===== config.mk =====
export PLATFORM = sky130hd
export DESIGN_NAME = ius_ctrl
export DESIGN_NICKNAME = d
export VERILOG_FILES = /design/src/rtl/ius_pkg.sv /design/src/rtl/ius_ctrl.sv
export SDC_FILE = /design/constraint.sdc
export NUM_CORES = 1
export LEC_CHECK = 0
export ABC_AREA = 1
export BUFFER_PORTS_ARGS = -buffer_cell sky130_fd_sc_hd__buf_4
export CAP_MARGIN = 5
export CORE_ASPECT_RATIO = 0.6
export CORE_UTILIZATION = 57
export DETAILED_ROUTE_END_ITERATION = 6
export GPL_TIMING_DRIVEN = 0
export HOLD_SLACK_MARGIN = 0.06
export PLACE_DENSITY_LB_ADDON = 0.05
export SYNTH_ARGS = -nofsm -noshare
export SYNTH_HDL_FRONTEND = slang
export SYNTH_SLANG_ARGS = --single-unit

===== constraint.sdc =====
create_clock -name clk -period 3.55 [get_ports clk]
set_input_delay 0.1775 -clock clk [delete_from_list [all_inputs] [get_ports clk]]
set_output_delay 0.1775 -clock clk [all_outputs]
set_load 0.01 [all_outputs]

===== src/rtl/ius_pkg.sv =====
// Shared types and constants for the integer pixel upscaler.
`timescale 1ns / 1ps

package ius_pkg;

	localparam int unsigned SCALE_W  = 7;
	localparam int unsigned DIM_W    = 13;
	localparam int unsigned ROW_W    = 12;
	localparam int unsigned PIX_W    = 24;
	localparam int unsigned CFG_IDX_W = 2;

	localparam logic [SCALE_W-1:0] MAX_SCALE  = 7'd100;
	localparam logic [DIM_W-1:0]   MAX_HEIGHT = 13'd4096;

	typedef enum logic {
		OP_PIXEL = 1'b0,
		OP_TICK  = 1'b1
	} op_t;

	typedef enum logic [CFG_IDX_W-1:0] {
		REG_SCALE  = 2'd0,
		REG_WIDTH  = 2'd1,
		REG_HEIGHT = 2'd2
	} cfg_reg_t;

	// One result as decided at accept time; from_buf selects the line buffer pixel.
	typedef struct packed {
		logic               valid;
		logic               from_buf;
		logic [PIX_W-1:0]   pixel;
		logic [SCALE_W-1:0] repeat_count;
		logic               row_end;
		logic [1:0]         pad_bytes;
		logic               image_end;
		logic               error;
	} res_t;

endpackage


===== src/rtl/ius_ctrl.sv =====
// Configuration registers, row and replay counters, and per-word result decode.
`timescale 1ns / 1ps

module ius_ctrl #(
	parameter int unsigned MAX_WIDTH = 4096,
	parameter int unsigned AW        = 12
) (
	input  logic                          clk,
	input  logic                          arst_n,
	input  logic                          cfg_valid,
	output logic                          cfg_ready,
	input  logic [ius_pkg::CFG_IDX_W-1:0] cfg_index,
	input  logic [ius_pkg::DIM_W-1:0]     cfg_data,
	input  logic                          accept,
	input  logic                          op,
	input  logic [ius_pkg::PIX_W-1:0]     pixel,
	output logic                          wr_en,
	output logic [AW-1:0]                 wr_addr,
	output logic                          rd_en,
	output logic [AW-1:0]                 rd_addr,
	output ius_pkg::res_t                 res
);

	localparam int unsigned EW = (AW + 1 > ius_pkg::DIM_W) ? AW + 1 : ius_pkg::DIM_W;
	localparam logic [EW-1:0] MAX_W_E = EW'(MAX_WIDTH);

	logic [ius_pkg::SCALE_W-1:0] scale_q;
	logic [ius_pkg::DIM_W-1:0]   width_q;
	logic [ius_pkg::DIM_W-1:0]   height_q;
	logic [AW-1:0]               column_q, column_d;
	logic [AW-1:0]               replay_col_q, replay_col_d;
	logic [ius_pkg::ROW_W-1:0]   row_q, row_d;
	logic [ius_pkg::SCALE_W-1:0] replays_q, replays_d;

	logic [ius_pkg::SCALE_W-1:0] eff_scale;
	logic [EW-1:0]               width_e, eff_width, width_last;
	logic [ius_pkg::DIM_W-1:0]   eff_height, height_last;
	logic                        last_row;
	logic                        pix_end, tick_end;
	logic [4:0]                  pad_prod;
	logic [1:0]                  pad;
	logic                        is_tick, busy;
	logic [ius_pkg::ROW_W-1:0]   row_next;

	assign cfg_ready = 1'b1;

	always_ff @(posedge clk or negedge arst_n) begin
		if (!arst_n) begin
			scale_q  <= ius_pkg::SCALE_W'(1);
			width_q  <= ius_pkg::DIM_W'(1);
			height_q <= ius_pkg::DIM_W'(1);
		end else if (cfg_valid) begin
			unique case (cfg_index)
				ius_pkg::REG_SCALE:  scale_q  <= cfg_data[ius_pkg::SCALE_W-1:0];
				ius_pkg::REG_WIDTH:  width_q  <= cfg_data;
				ius_pkg::REG_HEIGHT: height_q <= cfg_data;
				default: ;
			endcase
		end
	end

	// Clamp the configuration into its working range.
	always_comb begin
		if (scale_q == '0)                  eff_scale = ius_pkg::SCALE_W'(1);
		else if (scale_q > ius_pkg::MAX_SCALE) eff_scale = ius_pkg::MAX_SCALE;
		else                                eff_scale = scale_q;

		width_e = EW'(width_q);
		if (width_e == '0)          eff_width = EW'(1);
		else if (width_e > MAX_W_E) eff_width = MAX_W_E;
		else                        eff_width = width_e;

		if (height_q == '0)                    eff_height = ius_pkg::DIM_W'(1);
		else if (height_q > ius_pkg::MAX_HEIGHT) eff_height = ius_pkg::MAX_HEIGHT;
		else                                   eff_height = height_q;
	end

	assign width_last  = eff_width - EW'(1);
	assign height_last = eff_height - ius_pkg::DIM_W'(1);
	assign last_row    = {1'b0, row_q} >= height_last;
	assign pix_end     = EW'(column_q) >= width_last;
	assign tick_end    = EW'(replay_col_q) >= width_last;
	assign row_next    = last_row ? '0 : row_q + ius_pkg::ROW_W'(1);

	// Row bytes are 3*w*s; only the low two bits of w and s matter.
	assign pad_prod = 5'd3 * {3'd0, eff_width[1:0]} * {3'd0, eff_scale[1:0]};
	assign pad      = 2'd0 - pad_prod[1:0];

	assign is_tick = (op == ius_pkg::OP_TICK);
	assign busy    = (replays_q != '0);

	always_comb begin
		column_d     = column_q;
		replay_col_d = replay_col_q;
		row_d        = row_q;
		replays_d    = replays_q;
		wr_en        = 1'b0;
		rd_en        = 1'b0;
		res          = '0;
		res.pixel    = pixel;

		if (!is_tick) begin
			if (busy) begin
				// refuse the pixel, leave state alone
				res.valid = 1'b1;
				res.pixel = '0;
				res.error = 1'b1;
			end else begin
				wr_en            = accept;
				res.valid        = 1'b1;
				res.repeat_count = eff_scale;
				res.row_end      = pix_end;
				res.pad_bytes    = pix_end ? pad : 2'd0;
				res.image_end    = pix_end && last_row && (eff_scale == ius_pkg::SCALE_W'(1));
				if (pix_end) begin
					column_d     = '0;
					replay_col_d = '0;
					replays_d    = eff_scale - ius_pkg::SCALE_W'(1);
					if (eff_scale == ius_pkg::SCALE_W'(1)) begin
						row_d = row_next;
					end
				end else begin
					column_d = column_q + AW'(1);
				end
			end
		end else if (busy) begin
			rd_en            = accept;
			res.valid        = 1'b1;
			res.from_buf     = 1'b1;
			res.repeat_count = eff_scale;
			res.row_end      = tick_end;
			res.pad_bytes    = tick_end ? pad : 2'd0;
			res.image_end    = tick_end && (replays_q == ius_pkg::SCALE_W'(1)) && last_row;
			if (tick_end) begin
				replay_col_d = '0;
				replays_d    = replays_q - ius_pkg::SCALE_W'(1);
				if (replays_q == ius_pkg::SCALE_W'(1)) begin
					row_d = row_next;
				end
			end else begin
				replay_col_d = replay_col_q + AW'(1);
			end
		end
	end

	assign wr_addr = column_q;
	assign rd_addr = replay_col_q;

	always_ff @(posedge clk or negedge arst_n) begin
		if (!arst_n) begin
			column_q     <= '0;
			replay_col_q <= '0;
			row_q        <= '0;
			replays_q    <= '0;
		end else if (accept) begin
			column_q     <= column_d;
			replay_col_q <= replay_col_d;
			row_q        <= row_d;
			replays_q    <= replays_d;
		end
	end

endmodule


* Word level (Yosys, flattened, before mapping)
Cells that the tools add are included.
** Storage, ports and cells
- Memories :: 0
- Memory bits (writable) :: 0
- ROM bits :: 0
- Word-level logic and storage cells :: 92
- Register bits after elaboration :: 76
- Latch bits :: 0
- Input bits :: 44
- Output and inout bits :: 65
** Operators by class
- Equal/unequal tests :: 8
- Mux-type cells :: 41
- Shift operators :: 0
- Multiply operators :: 2
- Order comparisons :: 6
- Reductions and logical operators :: 18
- Bitwise gates (word level) :: 2
- Div/mod/pow operators :: 0
- Add/sub/neg operators :: 8
** Operators with widths (number)
- 2-to-1 mux 12 bit :: 14
- 2-to-1 mux 13 bit :: 4
- 2-to-1 mux 7 bit :: 7
- 2-to-1 mux 24 bit :: 2
- >= comparator 12 x 13 -> 1 bit :: 3
- adder 12 x 1 -> 12 bit, second input constant :: 3
- 2-to-1 mux 11 bit :: 3
- > comparator 13 bit, second input constant :: 2
- zero test 13 bit :: 2
- subtractor 13 x 1 -> 13 bit, second input constant :: 2
- equality test 7 x 1 -> 1 bit, second input constant :: 2
- subtractor 7 x 1 -> 7 bit, second input constant :: 2
- 2-to-1 mux 1 bit :: 8
- > comparator 7 bit, second input constant :: 1
- zero test 7 bit :: 1
- AND reduction 7 bit :: 1
- nonzero test 7 bit :: 1
- 2-to-1 mux 2 bit :: 3
- AND reduction 2 bit :: 3
- AND reduction 5 bit :: 1
- logical AND 1 bit :: 4
- multiplier 2 x 2 -> 4 bit, first input constant :: 1
- multiplier 4 x 2 -> 2 bit :: 1
- != test 2 x 1 -> 1 bit, second input constant :: 2
- other kinds (9) :: 12

* Longest topological paths before layout
- Depth after elaboration :: 10
- Gate-level depth with buffers :: 27
- Mapped depth without buffers :: 24

* Worst setup path before layout
No wires, ideal clock.
- Path kind :: flip-flop to output port
- From :: reg width_q, in the netlist width_e[0]
- To :: out res[2] in the netlist's numbering
- Stages on the path, launching flop included :: 26
- Buffers on the path :: 1
- Setup slack :: 222 ps
- Arrival :: 3151 ps
- Required time :: 3372 ps
- Cell sequence :: dfstp_2 -> nor2_1 -> nand2_1 -> nor2_1 -> nand2_1 -> nand2_2 -> a21oi_2 -> ha_1 -> nand2_1 -> xnor2_1 -> ha_1 -> nand2_1 -> inv_1 -> nand2_1 -> o31ai_1 -> a21oi_1 -> nand2_1 -> nand3_1 -> nand2_1 -> nand2_1 -> nand2_1 -> buf_4 -> nand2_1 -> nand2_1 -> inv_2 -> nor2_1
** RTL lines
- start: declaration :: RTL line ius_ctrl.sv:28 : logic [ius_pkg::DIM_W-1:0] width_q;
- start signal: assignment :: RTL line ius_ctrl.sv:50 : width_q <= ius_pkg::DIM_W'(1);
- start signal: assignment :: RTL line ius_ctrl.sv:55 : ius_pkg::REG_WIDTH: width_q <= cfg_data;
- end: declaration :: RTL line ius_ctrl.sv:21 : output ius_pkg::res_t res

==> run metrics <==
clock insertion delay at the later pin of the skew report 360 ps; Final setup viols 35; drt via density 5.697; area of the core 0.01012 mm2; PwrDens 446.0 mW/mm2; GRT Total Usage 32.26%; final clock skew 14.36 ps; global-route wire length before repair 27640 um; Slew Limit Fails 0; Die W 135.4 um; worst-path cell chain nor2_1, nand4_1, nor2_1, nor2_2, inv_4, o21ai_4, ha_4, buf_4, xor2_1, ha_1, nand2_2, nor3_2, nor3_2, o221ai_2, nand2_1, nand2_1, nand2_1, nand2_1, a21oi_2, a21oi_2, buf_6, nand4_1, nand2_2, buf_6; Mapped Cells 881; Die ar. 0.01111 mm2; Layout Area Growth over Synthesis 37.66%; CTS clk-pin slew, worst paths 70 ps; Post-synth EDFFs 0; Setup crit start kind flop; post-synthesis xor/xnor area fraction 6.331%; most frequent cells after synthesis 209 x nand2_1, 127 x nor2_1, 122 x inv_1; largest net degree at the start of global routing 77; post-synth top area share 30.01%; slowest CP cell dfrtp_1; cell area after synthesis 0.006087 mm2; failing checks setup timing; Routability Congestion 0.9264; starting DRC count in detailed routing 664; most numerous cell in the Yosys netlist nand2_1; FFs w/ async S/R, synth 100.0%; Clock Tree Root clkbuf_16; row count 28; post-synthesis compound-gate area fraction 12.21%; hold path depth 3; layout cells sized above 1 27.96%; via count 6780; Peak Freq 259.2 MHz; antenna cell count 0; Least-Margin Pin Slew 969.1 ps; HP Class input pin to flop; Critical Path AT 3680 ps; Tmin final 3858 ps; post-synth cell types 45; post-route ant nets 0; Placed Area 0.007059 mm2; Hold Vio Cnt, Final 0; effective utilization at floorplan 60.12%; H-Tree Depth 3; port bufs 107; Final Cycle Share 108.7%; layout net count 1138; Post-Synth Simple-Gate Area 30.89%; Hold WS 122.8 ps; vias in the first global route 5520; Max Root-Sink Buffers 2; R2R depth 27; status complete, but fails checks; worst r2r src width_e[9]; Worst setup EP type primary output; register area share after synthesis 31.31%; Setup CP Type flop to primary output; hpwl dp 12330 um; CP top delay family simple AND/OR/NAND/NOR gates; RSZ-0062 raised after global routing true; multiplexer share of the synthesized area 0%; hold path start cfg_data[9]; max cap viols 0; Post-Layout Cell Count 1190; final worst slack -308.4 ps; crit-path most repeated cell nand2_1; Bufs and invs on worst path 4; Sink Count 76; chip height 82.05 um; Residual DRC 0; DR WL/cell 16.76 um; cts bufs inserted 9; Worst slew margin 35.39%; antenna violations before repair 0; Worst Path Required 3370 ps; largest family of logic cells by synthesized area simple AND/OR/NAND/NOR gates; hold-critical path endpoint width_e[9]; worst vdd ir 0.3891 mV; placed cells 1123; Crit Path Max Fanout 8; R2R Path End replays_q[5]; internal reg-to-reg setup slack -130 ps; synth warn 0; Power Total 3737 uW; total congestion overflow 0; CTS tree done; Top FF cell, synth dfrtp_1; post-route cell area 0.008379 mm2; DRT Wirelength 19940 um; area share of fa/ha/maj cells after synthesis 9.044%; cell taking the most area after synthesis dfrtp_1; Pre-Repair DR Iteration Count 5; syn_nets 969; CP peak stage delay 410 ps; top area cells in the synthesized netlist dfrtp_1 30%, nand2_1 13%, ha_1 9.0%; Top Ports 109; post-synthesis register bit count 76; syn_area_per_cell 6.909 um2; Leak 0.004301 uW
[stage by stage]
step                      utilization (%)  setup TNS [ps]  setup slack [ps]
final                               82.76           -3790            -308.4
after global routing                82.76           -7414            -523.7
after CTS                           78.15          -628.0            -205.0
after detailed placement            69.72          -12980            -452.4
after global placement              69.72          -10610            -433.6
after floorplan                         -               0             221.8
[cell type report]
cell class | instances | area, um2
fill | 623 | 1745
clock inverter | 7 | 81.33
multi-input combinational | 654 | 4085
clock buffer | 9 | 225.2
timing repair buffer | 160 | 1255
buffer | 21 | 165.2
sequential | 76 | 1913
inverter | 128 | 485.5
tap | 135 | 168.9
[flip-flops by register name, indices dropped and copies added, names as in the netlist]
name and count:
height_q 13, wr_addr 12, rd_addr 12, replays_q 7, width_e 13, row_q 12
scale_q 7
[kinds of logic after synthesis]
| kind of cell | after synthesis |
|---|---|
| compound gates | 124 |
| xor+xnor | 44 |
| fa+ha+maj | 44 |
| buf+inv | 151 |
| flops | 76 |
| other cells | 1 |
| simple gates | 441 |
[layout by cell type (no fill, tap or decap), types with 4 or more instances in the layout]
master     count
a21oi_1       13
buf_4        152
nor4_1         6
nor2_1       113
nor2_4         7
clkbuf_1       9
nor3_1        17
o21ai_2        4
a21oi_2        9
nand2_4       14
clkbuf_16     10
nand4_1       14
nand2_1      183
nand3_1       39
nand3b_1       5
xnor2_1        7
buf_6         13
buf_8          4
nor2_2        11
inv_2          5
ha_4           6
dfrtp_2        6
nand2_2       17
o21ai_0       47
dfrtp_1       67
inv_1        119
ha_1          38
o21ai_1       14
xor2_1        32
o21bai_1      20
[repair_timing]
action                                 in CTS  in global routing
gates resized for setup                    60                 87
pin swaps                                  39                 47
setup endpoints to repair                  47                 39
hold buffers                                1                  0
endpoints found under the hold margin      73                  0
setup buffers                              42                 14
cloned                                      0                  1
[routing by layer]
layer  track usage, %  up-vias  share of wire (%)
met1            47.81     3090                 42
li1                 -     3158                  -
met2            47.74      440                 43
met5                0        -                  0
met4            6.629        0                3.7
met3            7.222       92                 11
[worst max-delay path by stage]
| stage | end | slack [ps] | depth (start not counted) | start |
|---|---|---|---|---|
| after detailed placement | res[3] | -450 | 25 | width_e[0] |
| final | res[1] | -310 | 24 | height_q[2] |
| after floorplan | res[2] | 220 | 25 | width_e[0] |
| after global placement | res[3] | -430 | 25 | width_e[0] |
| after CTS | res[1] | -200 | 24 | height_q[3] |
| after global routing | res[1] | -520 | 24 | height_q[2] |
[report_power, final]
part	switching (uW)	leakage, uW	internal [uW]
Sequential	86.7	0.000872	948
Clock	424	0.000147	555
Combinational	1000	0.00328	722
Total	1510	0.00430	2230
[tightest hold or removal path: cells and delay by family]
family                 cells  cell delay, ps
buffers and inverters      2             160
AOI/OAI and AO/OA          1              80
No activity file was read; power rests on OpenSTA's default activity.
